[src/rtl/core/pfrt_pkg.sv]
`timescale 1ns / 1ps
package pfrt_pkg;
  localparam int FRAME_BUFFERS = 8;
  localparam int SLOT_W = $clog2(FRAME_BUFFERS);
  localparam int PIXELS = 65536;
  localparam logic [16:0] MISSING_RESET = 17'd9999;
  localparam logic [16:0] PPF_RESET = 17'd999;

  typedef enum logic [1:0] {
    OP_PACKET  = 2'd0,
    OP_TIMEOUT = 2'd1,
    OP_RELEASE = 2'd2,
    OP_NONE    = 2'd3
  } op_t;

  typedef enum logic [3:0] {
    ST_IDLE = 4'b0001,
    ST_DIV  = 4'b0010,
    ST_MOD  = 4'b0100,
    ST_EXEC = 4'b1000
  } state_t;

  // frame bytes for a depth code; unsupported codes act as 12 bits
  function automatic logic [20:0] frame_bytes(input logic [4:0] depth);
    logic [20:0] r;
    case (depth)
      5'd1:    r = 21'(PIXELS / 8);
      5'd4:    r = 21'(PIXELS * 4 / 8);
      5'd6:    r = 21'(PIXELS * 6 / 8);
      default: r = 21'(PIXELS * 12 / 8);
    endcase
    return r;
  endfunction
endpackage

[src/rtl/core/pfrt_div.sv]
`timescale 1ns / 1ps
// restoring divider, one quotient bit per cycle
module pfrt_div (
  input  logic        clk,
  input  logic        rst_n,
  input  logic        start,
  input  logic [20:0] dividend,
  input  logic [16:0] divisor,
  output logic        busy,
  output logic [20:0] quotient,
  output logic [16:0] remainder
);
  import pfrt_pkg::*;
  logic [20:0] q_r, q_nxt;
  logic [17:0] rem_r, rem_nxt;
  logic [16:0] d_r, d_nxt;
  logic [4:0]  cnt_r, cnt_nxt;
  logic        busy_r, busy_nxt;
  logic [17:0] sh;
  logic [18:0] diff;

  always_comb begin
    sh = {rem_r[16:0], q_r[20]};
    diff = {1'b0, sh} - {2'b0, d_r};
    q_nxt = q_r; rem_nxt = rem_r; d_nxt = d_r;
    cnt_nxt = cnt_r; busy_nxt = busy_r;
    if (start) begin
      q_nxt = dividend; rem_nxt = '0; d_nxt = divisor;
      cnt_nxt = 5'd21; busy_nxt = 1'b1;
    end else if (busy_r) begin
      if (!diff[18]) begin
        rem_nxt = diff[17:0]; q_nxt = {q_r[19:0], 1'b1};
      end else begin
        rem_nxt = sh; q_nxt = {q_r[19:0], 1'b0};
      end
      cnt_nxt = cnt_r - 5'd1;
      if (cnt_r == 5'd1) busy_nxt = 1'b0;
    end
  end

  always_ff @(posedge clk) begin
    q_r <= q_nxt; rem_r <= rem_nxt; d_r <= d_nxt; cnt_r <= cnt_nxt;
    if (!rst_n) busy_r <= 1'b0;
    else busy_r <= busy_nxt;
  end

  assign busy = busy_r;
  assign quotient = q_r;
  assign remainder = rem_r[16:0];

  a_cnt: assert property (@(posedge clk) disable iff (!rst_n)
    busy_r && !start |-> cnt_r != 5'd0) else $error("divider count");
  a_start: assert property (@(posedge clk) disable iff (!rst_n)
    start |=> busy_r) else $error("divider not busy after start");
  a_end: assert property (@(posedge clk) disable iff (!rst_n)
    busy_r && cnt_r == 5'd1 && !start |=> !busy_r) else $error("divider end");
endmodule

[src/rtl/core/packet_frame_reassembly_tracker_top.sv]
`timescale 1ns / 1ps
// Path from the accepting edge to out_tvalid: a packet passes DIV (divider pass for the
// sequence modulo) and EXEC; the first packet first divides for packets per frame; a frame
// start runs EXEC twice, and with a new payload size passes MOD (second pass for packets
// per frame) between them; other items go straight to EXEC.
// One item at a time; the next item is taken only after out_tready has accepted the result.
// Reset (rst_n, synchronous, low): all but item_r, pay_r, mod_r, odata_r to reset values.
module packet_frame_reassembly_tracker_top (
  input  logic        clk,
  input  logic        rst_n,
  input  logic        cfg_valid,
  output logic        cfg_ready,
  input  logic [4:0]  cfg_data,
  input  logic        in_tvalid,
  output logic        in_tready,
  // operation[1:0]
  input  logic [1:0]  in_tuser,
  // sequence_number[15:0], shutter_count[31:16], payload_bytes[45:32]
  input  logic [47:0] in_tdata,
  output logic        out_tvalid,
  input  logic        out_tready,
  // write_enable[0], write_slot[3:1], write_offset[20:4], capture_header[21],
  // frames_done[23:22], frames_overrun[25:24], frame_available[26],
  // read_slot[29:27], read_slot_high_counter[30], read_slot_missing[47:31],
  // packets_lost_total[79:48]
  output logic [79:0] out_tdata
);
  import pfrt_pkg::*;

  logic [4:0]  depth_r;
  state_t      st_r;
  logic [47:0] item_r;
  logic        seen_r;
  logic [15:0] cur_sh_r;
  logic [13:0] pay_r;
  logic [16:0] ppf_r;
  logic [16:0] exp_r;
  logic        hdr_r;
  logic [SLOT_W-1:0] head_r, tail_r;
  logic        empty_r;
  logic [16:0] miss_r [FRAME_BUFFERS];
  logic        hi_r   [FRAME_BUFFERS];
  logic [31:0] lost_r;
  logic [1:0]  tmo_r;
  logic        ovld_r;
  logic [79:0] odata_r;
  logic        ppf_pend_r;   // divide in ST_DIV computes ppf
  logic [16:0] mod_r;
  logic        dv_wait_r;    // launched divide not yet consumed

  logic [1:0]  op;
  logic [15:0] seq, sh;
  logic [13:0] pay;
  logic [15:0] seq0;
  assign op = item_r[1:0];
  assign seq = item_r[17:2];
  assign sh = item_r[33:18];
  assign pay = item_r[47:34];
  assign seq0 = seq - 16'd1;

  // shared divider
  logic        dv_start, dv_busy, dv_done;
  logic [20:0] dv_a, dv_q;
  logic [16:0] dv_b, dv_r;
  pfrt_div u_div (.clk, .rst_n, .start(dv_start), .dividend(dv_a), .divisor(dv_b),
                  .busy(dv_busy), .quotient(dv_q), .remainder(dv_r));

  // new ppf needed: first packet, or frame start with a changed payload size
  logic [16:0] ppf_q;
  logic [13:0] dv_pay;
  assign dv_pay = (pay == 14'd0) ? 14'd1 : pay;
  assign ppf_q = (dv_q == 21'd0) ? 17'd1 : dv_q[16:0];

  assign cfg_ready = (st_r == ST_IDLE) && !ovld_r;
  assign in_tready = (st_r == ST_IDLE) && !ovld_r && !cfg_valid;
  assign out_tvalid = ovld_r;
  assign out_tdata = odata_r;

  logic        acc;
  assign acc = in_tvalid && in_tready;

  // divider launch: ppf = (fb + d - 1)/d, else seq0 % ppf
  logic [20:0] fb;
  assign fb = frame_bytes(depth_r);
  always_comb begin
    dv_start = 1'b0; dv_a = '0; dv_b = '0;
    if (st_r == ST_DIV && !dv_wait_r) begin
      dv_start = 1'b1; dv_a = {5'd0, seq0}; dv_b = ppf_r;
    end else if (st_r == ST_IDLE && acc && in_tuser == OP_PACKET && !seen_r) begin
      dv_start = 1'b1;
      dv_a = fb + 21'(in_tdata[45:32] == 14'd0 ? 14'd1 : in_tdata[45:32]) - 21'd1;
      dv_b = {3'd0, in_tdata[45:32] == 14'd0 ? 14'd1 : in_tdata[45:32]};
    end else if (st_r == ST_MOD && !dv_wait_r) begin
      dv_start = 1'b1;
      dv_a = fb + 21'(dv_pay) - 21'd1;
      dv_b = {3'd0, dv_pay};
    end
  end

  // divide result pending until its state consumes it
  assign dv_done = dv_wait_r && !dv_busy;
  always_ff @(posedge clk) begin
    if (!rst_n) dv_wait_r <= 1'b0;
    else if (dv_start) dv_wait_r <= 1'b1;
    else if (dv_done) dv_wait_r <= 1'b0;
  end

  // execution of one item; the frame-start ppf recompute reenters EXEC
  logic        fs_r;      // second EXEC of a frame start
  always_ff @(posedge clk) begin
    logic [SLOT_W-1:0] h, t;
    logic        emp, hp, we, cap, fstart;
    logic [1:0]  dn, ov, tc;
    logic [16:0] mod, ex, ppf, woff, hd_miss, rmiss;
    logic [31:0] lost;
    logic [SLOT_W-1:0] ws;
    h = head_r; t = tail_r; emp = empty_r; hp = hdr_r;
    dn = '0; ov = '0; we = 1'b0; cap = 1'b0; ws = '0; woff = '0;
    mod = mod_r; ex = exp_r; ppf = ppf_r; lost = lost_r; tc = tmo_r; fstart = 1'b0;
    hd_miss = '0; rmiss = '0;
    if (!rst_n) begin
      depth_r <= 5'd12; st_r <= ST_IDLE; seen_r <= 1'b0; cur_sh_r <= '0;
      ppf_r <= PPF_RESET; exp_r <= '0; hdr_r <= 1'b1; head_r <= '0; tail_r <= '0;
      empty_r <= 1'b1; lost_r <= '0; tmo_r <= '0; ovld_r <= 1'b0; ppf_pend_r <= 1'b0;
      fs_r <= 1'b0;
      for (int i = 0; i < FRAME_BUFFERS; i++) begin
        miss_r[i] <= MISSING_RESET; hi_r[i] <= 1'b0;
      end
    end else begin
      if (ovld_r && out_tready) ovld_r <= 1'b0;
      case (st_r)
        ST_IDLE: begin
          if (cfg_valid && cfg_ready) depth_r <= cfg_data;
          if (acc) begin
            item_r <= {in_tdata[45:0], in_tuser};
            if (in_tuser == OP_PACKET) begin
              st_r <= ST_DIV;
              ppf_pend_r <= !seen_r;
            end else st_r <= ST_EXEC;
          end
        end
        ST_DIV: begin
          if (dv_done && ppf_pend_r) begin
            // first packet: latch shutter, size and ppf
            ppf_pend_r <= 1'b0; seen_r <= 1'b1; cur_sh_r <= sh; pay_r <= pay;
            ppf_r <= ppf_q; miss_r[head_r] <= ppf_q;
          end else if (dv_done) begin
            mod_r <= (ppf_r == 17'd0) ? 17'd0 : dv_r;
            st_r <= ST_EXEC;
          end
        end
        ST_MOD: begin
          if (dv_done) begin
            ppf_r <= ppf_q; miss_r[head_r] <= ppf_q; st_r <= ST_EXEC;
          end
        end
        ST_EXEC: begin
          if (op == OP_PACKET) begin
            fstart = !fs_r && (sh != cur_sh_r || mod < ex);
            if (fstart) begin
              cur_sh_r <= sh;
              if (ex != ppf) begin
                dn = dn + 2'd1; h = (h == SLOT_W'(FRAME_BUFFERS - 1)) ? '0 : h + 1'b1;
                emp = 1'b0;
                if (h == t) begin
                  ov = ov + 2'd1;
                  h = (h == '0) ? SLOT_W'(FRAME_BUFFERS - 1) : h - 1'b1;
                end
                hp = 1'b1;
                miss_r[h] <= ppf;
              end
              if ({1'b0, seq0} == ppf) hi_r[h] <= 1'b1;
              lost = lost + 32'(ppf) - 32'(ex) + 32'(mod);
              head_r <= h; empty_r <= emp; hdr_r <= hp; lost_r <= lost;
              if (pay_r != pay) begin
                pay_r <= pay; fs_r <= 1'b1; st_r <= ST_MOD;
              end else fs_r <= 1'b1;
              odata_r[25:22] <= {ov, dn};
            end else begin
              if (!fs_r && mod > ex) lost = lost + 32'(mod - ex);
              ex = mod + 17'd1;
              hd_miss = miss_r[h];
              if (mod < ppf) begin
                we = 1'b1; ws = h; woff = 17'(mod * 17'(pay_r));
                hd_miss = hd_miss - 17'd1;
              end
              if (hp) begin cap = 1'b1; hp = 1'b0; end
              if (fs_r) begin dn = odata_r[23:22]; ov = odata_r[25:24]; end
              if (ex == ppf) begin
                dn = dn + 2'd1; h = (h == SLOT_W'(FRAME_BUFFERS - 1)) ? '0 : h + 1'b1;
                emp = 1'b0;
                if (h == t) begin
                  ov = ov + 2'd1;
                  h = (h == '0) ? SLOT_W'(FRAME_BUFFERS - 1) : h - 1'b1;
                end
                hp = 1'b1;
                miss_r[h] <= ppf;
              end
              // countdown stands unless the handover reloads the same slot
              if (ex != ppf || h != head_r) miss_r[head_r] <= hd_miss;
              rmiss = (t == h) ? ((ex == ppf) ? ppf : hd_miss) :
                      (t == head_r) ? hd_miss : miss_r[t];
              fs_r <= 1'b0; exp_r <= ex; head_r <= h; empty_r <= emp; hdr_r <= hp;
              lost_r <= lost; st_r <= ST_IDLE; ovld_r <= 1'b1;
              odata_r <= {lost, rmiss, hi_r[t], 3'(t), !emp, ov, dn, cap, woff,
                          3'(ws), we};
            end
          end else begin
            if (op == OP_TIMEOUT) begin
              if (seen_r && ex != ppf) begin
                tc = tc + 2'd1;
                if (tc == 2'd2) begin
                  dn = 2'd1; h = (h == SLOT_W'(FRAME_BUFFERS - 1)) ? '0 : h + 1'b1;
                  emp = 1'b0;
                  if (h == t) begin
                    ov = 2'd1; h = (h == '0) ? SLOT_W'(FRAME_BUFFERS - 1) : h - 1'b1;
                  end
                  hp = 1'b1; miss_r[h] <= ppf; ex = ppf; tc = '0;
                end
              end else tc = '0;
            end else if (op == OP_RELEASE && !emp) begin
              hi_r[t] <= 1'b0;
              t = (t == SLOT_W'(FRAME_BUFFERS - 1)) ? '0 : t + 1'b1;
              if (t == h) emp = 1'b1;
            end
            rmiss = (dn != 2'd0 && t == h) ? ppf : miss_r[t];
            tmo_r <= tc; exp_r <= ex; head_r <= h; tail_r <= t; empty_r <= emp;
            hdr_r <= hp; st_r <= ST_IDLE; ovld_r <= 1'b1;
            odata_r <= {lost_r, rmiss, hi_r[t], 3'(t), !emp, ov, dn, 22'd0};
          end
        end
        default: st_r <= ST_IDLE;
      endcase
    end
  end

  a_busy: assert property (@(posedge clk) disable iff (!rst_n)
    acc |=> !in_tready) else $error("ready while working");
  a_one: assert property (@(posedge clk) disable iff (!rst_n)
    $onehot(st_r)) else $error("state not one-hot");
  a_emp: assert property (@(posedge clk) disable iff (!rst_n)
    empty_r |-> head_r == tail_r) else $error("empty ring with head off tail");
endmodule
[config.mk]
export PLATFORM = sky130hd
export DESIGN_NAME = packet_frame_reassembly_tracker_top
export DESIGN_NICKNAME = d
export VERILOG_FILES = /design/src/rtl/core/pfrt_pkg.sv /design/src/rtl/core/pfrt_div.sv /design/src/rtl/core/packet_frame_reassembly_tracker_top.sv
export SDC_FILE = /design/constraint.sdc
export NUM_CORES = 2
export LEC_CHECK = 0
export ABC_AREA = 1
export BUFFER_PORTS_ARGS = -buffer_cell sky130_fd_sc_hd__buf_2
export CORE_MARGIN = 1.5
export CORE_UTILIZATION = 25
export CTS_CLUSTER_DIAMETER = 30
export DETAILED_ROUTE_END_ITERATION = 8
export HOLD_SLACK_MARGIN = 0.12
export PLACE_DENSITY = 0.49
export SYNTH_ARGS = -nofsm -noshare
export SYNTH_HDL_FRONTEND = slang
export SYNTH_SLANG_ARGS = --single-unit
[constraint.sdc]
create_clock -name clk -period 17.9 [get_ports clk]
set_clock_uncertainty 0.05 [all_clocks]
set_input_delay 1.79 -clock clk [delete_from_list [all_inputs] [get_ports clk]]
set_output_delay 1.79 -clock clk [all_outputs]
set_load 0.03 [all_outputs]
## After elaboration in Yosys (flattened, before gate mapping)

Memory sizes are Yosys's and may differ from the RTL's. A register that Yosys moved wholly into a read port is not among the register bits.
Cells that the tools add are included.

| word-level totals | value |
|---|---|
| bits in writable memories | 144 |
| register bits | 326 |
| word-level logic and storage cells | 396 |
| output and inout bits | 83 |
| latch bits | 0 |
| input port bits | 60 |
| bits in read-only memories | 0 |
| memories | 2 |

| operators by class | value |
|---|---|
| reductions and logical operators | 65 |
| $add $sub $neg | 20 |
| mux-type cells | 236 |
| $mul | 1 |
| bitwise operators | 6 |
| eq/ne operators | 36 |
| div/mod/pow operators | 0 |
| magnitude comparators | 3 |
| shift operators | 0 |

Memory list:

| name | depth | width | rd ports | clocked after memory_dff | wr ports | line | text |
|---|---|---|---|---|---|---|---|
| miss_r | 8 | 17 | 3 | 2 | 8 | packet_frame_reassembly_tracker_top.sv:41 | `logic [16:0] miss_r [FRAME_BUFFERS];` |
| hi_r | 8 | 1 | 2 | 1 | 8 | packet_frame_reassembly_tracker_top.sv:42 | `logic hi_r [FRAME_BUFFERS];` |

Operators by type and width:

| kind | number |
|---|---|
| $mux W17 | 26 |
| $mux W3 | 54 |
| $mux W14 | 9 |
| $mux W21 | 5 |
| $mux W1 | 99 |
| $mux W80 | 1 |
| $add A32 B17 Y32 | 2 |
| $mux W32 | 2 |
| $mux W54 | 1 |
| $pmux W17 S3 | 1 |
| $mux W16 | 3 |
| $add A21 B14 Y21 | 2 |
| $mux W2 | 21 |
| $sub A21 B1 Y21 const B | 2 |
| $lt A17 B17 Y1 | 2 |
| $ne A17 B17 Y1 | 2 |
| $pmux W17 S2 | 1 |
| $reduce_or A17 Y1 | 2 |
| $add A32 B32 Y32 | 1 |
| $mux W4 | 8 |
| $pmux W16 S2 | 1 |
| $sub A32 B17 Y32 | 1 |
| $logic_not A14 Y1 | 2 |
| $pmux W14 S2 | 1 |
| other kinds (49) | 118 |

## Depth between registers and ports, before layout

| logic depth | value |
|---|---|
| depth in word-level cells | 26 |
| mapped depth | 28 |

## Hierarchy

A second synthesis with hierarchy kept.

| second synthesis, totals | value |
|---|---|
| cell total of the unflattened synthesis | 5306 |
| area, all modules | 39332.7 sq um |

Modules (own cells, without submodules):

| module | area each (sq um) | times used | cells an instance |
|---|---|---|---|
| packet_frame_reassembly_tracker_top | 35657.9 | 1 | 4820 |
| pfrt_div | 3674.8 | 1 | 486 |

## Worst setup path after synthesis

OpenSTA, ideal clock, no wires.

| path | value |
|---|---|
| path type | input to register |
| start point | input cfg_valid |
| end point | register item_r[0] (enable) |
| library setup time | 0.513 ns |
| stages on the path | 3 |
| path slack | 11.227 ns |
| arrival time | 6.111 ns |
| buffers on the path | 0 |
| cell sequence | nor3_1 -> nand2_1 -> nor3_1 |

| between the ends | value |
|---|---|
| longest elaborated chain between the ends | 4 |

RTL lines:

| item | line | text |
|---|---|---|
| start, declared | packet_frame_reassembly_tracker_top.sv:11 | `input logic cfg_valid,` |
| $logic_not A1 Y1 | packet_frame_reassembly_tracker_top.sv:75 | `assign in_tready = (st_r == ST_IDLE) && !ovld_r && !cfg_valid;` |
| $logic_and A1 B1 Y1 | packet_frame_reassembly_tracker_top.sv:75 |  |
| $logic_and A1 B1 Y1 | packet_frame_reassembly_tracker_top.sv:80 | `assign acc = in_tvalid && in_tready;` |
| $reduce_and A3 Y1 (no source line) | n/a |  |
| end signal, assigned | packet_frame_reassembly_tracker_top.sv:135 | `item_r <= {in_tdata[45:0], in_tuser};` |
| end, declared | packet_frame_reassembly_tracker_top.sv:32 | `logic [47:0] item_r;` |

No other way between the ends.
A chain may end at the register's enable or synchronous reset.

## Worst setup path after layout

| path | value |
|---|---|
| start point | register mod_r[0] |
| end point | register odata_r[20] (netlist: out_tdata[20]), data pin |

| between the ends | value |
|---|---|
| longest elaborated chain between the ends | 3 |
| elaborated cells on any way between the ends | 4 |
| classes of those cells | 1 x mul; 1 x order compare; 2 x mux |

RTL lines:

| item | line | text |
|---|---|---|
| start, declared | packet_frame_reassembly_tracker_top.sv:48 | `logic [16:0] mod_r;` |
| start signal, assigned | packet_frame_reassembly_tracker_top.sv:148 | `mod_r <= (ppf_r == 17'd0) ? 17'd0 : dv_r;` |
| $mul A17 B14 Y17 / $lt A17 B17 Y1 (equally long branches) | packet_frame_reassembly_tracker_top.sv:184, packet_frame_reassembly_tracker_top.sv:183 |  |
| $mux W17 * | packet_frame_reassembly_tracker_top.sv:183 | `if (mod < ppf) begin` |
| $mux W22 * | packet_frame_reassembly_tracker_top.sv:160 | `if (fstart) begin` |
| end signal, assigned | packet_frame_reassembly_tracker_top.sv:205 | `odata_r <= {lost, rmiss, hi_r[t], 3'(t), !emp, ov, dn, cap, woff,` |
| end signal, assigned | packet_frame_reassembly_tracker_top.sv:229 | `odata_r <= {lost_r, rmiss, hi_r[t], 3'(t), !emp, ov, dn, 22'd0};` |
| end, declared | packet_frame_reassembly_tracker_top.sv:46 | `logic [79:0] odata_r;` |

Every way passes the cells marked *; elsewhere a longest branch is shown, timed or not. The select of a mux whose other input is x is not followed.

==> results.sh <==
export IMPL_status="complete, no violations"
export IMPL_post_drt_via_cell_ratio=4.89
export IMPL_synth_top_family_by_area="simple AND/OR/NAND/NOR gates"
export IMPL_slew_headroom_pct=15.8
export IMPL_synth_seq_area_share_pct=33.4
export IMPL_worst_pin_slew_ns=1.26
export IMPL_area_growth_pct=21.4
export IMPL_cts_sinks=476
export IMPL_grt_usage_pct=18.6
export IMPL_dr_pass1_iters=6
export IMPL_cp_top_family="adder cells"
export IMPL_die_w_um=396
export IMPL_p_leak_uw=0.0200
export IMPL_synth_async_reset_ratio_pct=0
export IMPL_cp_end_kind="flop"
export IMPL_io_pins=143
export IMPL_crit_top_cell="fa_1"
export IMPL_synthMuxAreaShare_pct=0.0779
export IMPL_netlist_instances=5122
export IMPL_drc=0
export IMPL_ys_warnings_count=0
export IMPL_place_gp_congestion=0.925
export IMPL_wl_met2_mm=67.8
export IMPL_hp_class="flop to flop"
export IMPL_synth_nets=5551
export IMPL_grt_max_degree=91
export IMPL_start_kind="flop"
export IMPL_max_clock_freq_mhz=166
export IMPL_diodes=0
export IMPL_grt_overflow=0
export IMPL_post_drt_wl_per_cell_um=20.0
export IMPL_synthAdderAreaFrac_pct=14.5
export IMPL_r2r_setup_slack_ns=11.87
export IMPL_routed_top_layer="met4"
export IMPL_startpoint="mod_r[0]$_SDFFCE_PN0P_"
export IMPL_place_ws_ns=11.84
export IMPL_cts_hold_buf=0
export IMPL_num_vias=36300
export IMPL_synthXorXnorAreaFrac_pct=4.09
export IMPL_synth_simple_area_share_pct=21.1
export IMPL_synth_edf_count=333
export IMPL_die_h_um=396
export IMPL_crit_fanout=13
export IMPL_critPathArrivalTime_ns=6.51
export IMPL_dieArea_um2=156000
export IMPL_cts_resized=0
export IMPL_grt_pass1_vias=34900
export IMPL_antenna_found_initial=4
export IMPL_cts_inserted_buffers=153
export IMPL_drive_gt1_share_pct=10.6
export IMPL_clk_latency_ns=0.78
export IMPL_synth_ff_latch_count=476
export IMPL_hold_viol=0
export IMPL_drtAntennaViolNets=0
export IMPL_avgSynthCellArea_um2=7.52
export IMPL_period_needed_ns=6.03
export IMPL_worstSetupPathType="flop to flop"
export IMPL_synth_compound_area_share_pct=17.5
export IMPL_cts_tree="built"
export IMPL_synthesis_area_um2=38500
export IMPL_cp_num_buf_inv=4
export IMPL_irDropWorstVdd_mv=0.0795
export IMPL_start_util_pct=25.3
export IMPL_power_density_nw_per_um2=111
export IMPL_ys_flop_type="edfxtp_1"
export IMPL_dpl_hpwl_mm=104
export IMPL_synth_top_area_share_pct=26.0
export IMPL_slowest_delay_ns=0.68
export IMPL_cts_path_max_buffers=3
export IMPL_slew_violations=0
export IMPL_synth_area_leaders="edfxtp_1, nand2_1, ha_1"
export IMPL_rows=143
export IMPL_wl_met3_mm=10.8
export IMPL_cts_root_buf="clkbuf_16"
export IMPL_yosysTopAreaCell="edfxtp_1"
export IMPL_fillCellCount=16300
export IMPL_met1_length_mm=65.1
export IMPL_drt_total_wl_mm=148
export IMPL_cap_violations=0
export IMPL_clk_pin_slew_ns=0.05
export IMPL_drtIter0Drc=3056
export IMPL_cp_slowest_cell="edfxtp_1"
export IMPL_setup_slack_ns=11.87
export IMPL_htree_levels=4
export IMPL_reg2reg_from="mod_r[0]$_SDFFCE_PN0P_"
export IMPL_portBuffers=140
export IMPL_synth_cell_types=62
export IMPL_coreArea_um2=152000
export IMPL_finalSetupTns_ns=0
export IMPL_worstPathCellList="buf_4, nand2_1, fa_1, fa_1, inv_1, fa_1, fa_1, fa_1, inv_1, fa_1, inv_1, ha_1, nand2_1, nor2_1, nand3_1, o2111ai_1, a21oi_1, o21bai_1, nand3_1, nand2_1, nor2_1"
export IMPL_critPathRequiredTime_ns=18.38
export IMPL_min_delay_start="tmo_r[1]$_SDFFE_PN0P_"
export IMPL_postCtsSetupRepairBufs=0
export IMPL_setup_violations=0
export IMPL_rsz0062_at_grt="false"
export IMPL_period_share_pct=33.7
export IMPL_grt_pass1_wl_mm=220
export IMPL_final_nets=5700
[worst reg2reg max path: cells and delay by family (launching register included)]
kind | cells | cell delay [ns]
compound gates | 3 | 0.41
simple gates | 7 | 0.64
buf+inv | 4 | 0.51
fa+ha+maj | 7 | 3.49
flops | 1 | 0.68
[metal layers]
metal  vias to the layer above  global-route usage [%]
li1                      17400                       -
met4                         0                    6.68
met2                      1392                    29.9
met3                       271                    3.51
met5                         -                       0
met1                     17200                    24.7
[through the flow]
| step | util, % | total power [µW] | hold WS [ns] | cells | cell area [µm²] |
|---|---|---|---|---|---|
| floorplan | - | 2130 | 0.366 | 5122 | 38500 |
| global placement | 27.2 | 2460 | 0.378 | 7146 | 41500 |
| detailed placement | 27.2 | 2460 | 0.380 | 7146 | 41500 |
| CTS | 30.7 | 5220 | 0.391 | 7427 | 46800 |
| global route | 30.7 | 5440 | 0.416 | 7427 | 46800 |
| finish | 30.7 | 5190 | 0.391 | 7427 | 46800 |
[final cells by class]
type,instances,area (µm²),share of cell area (%)
Multi-Input combinational cell,3712,22100,47.4
Sequential cell,476,12900,27.5
Clock buffer,180,3980,8.51
Inverter,711,2670,5.71
Tap cell,2030,2540,5.43
Clock inverter,101,1280,2.75
Timing Repair Buffer,217,1280,2.74
[sequential cells by signal, indices dropped and copies added, names as in the netlist, 21 cells and up, named ones only]
signal,flops
item_r,48
lost_r,32
miss_r,136
out_tdata,80
u_div.quotient,21
[cell families (layout without fill, tap and decap cells)]
kind of cell	count (synthesis)	count (layout)
AO/OA/AOI/OAI	1226	1226
XOR/XNOR	180	180
adder cells (fa/ha/maj)	369	369
buffers and inverters	934	1209
flip-flops	476	476
multiplexers	3	3
AND/OR/NAND/NOR	1934	1934
[worst paths after layout]
| check | end | cells after the start |
|---|---|---|
| min | tmo_r[1]$_SDFFE_PN0P_ | 2 |
| max | out_tdata[20]$_SDFFCE_PN0P_ | 21 |
| min reg2reg | tmo_r[1]$_SDFFE_PN0P_ | 2 |
| max reg2reg | out_tdata[20]$_SDFFCE_PN0P_ | 21 |
[synthesized netlist by cell type, drive strengths merged, types with 80 or more instances]
cell type  number
nand2        1009
inv           694
o21ai         619
nor2          559
a21oi         372
edfxtp        333
ha            238
nand3         204
clkbuf        183
dfxtp         143
fa            131
xor2          100
xnor2          80
[layout by cell type, fill, tap and decap left out, drive strengths merged, types with 180 or more instances in the layout]
| master | n |
|---|---|
| nand3 | 204 |
| clkbuf | 180 |
| nor2 | 559 |
| o21ai | 619 |
| inv | 706 |
| nand2 | 1009 |
| ha | 238 |
| a21oi | 372 |
| edfxtp | 333 |
| buf | 217 |
[power breakdown]
part | internal [µW] | switching, µW
Combinational | 352 | 752
Sequential | 1280 | 72.0
Clock | 1880 | 854
Power figures use the tool's default switching activity.
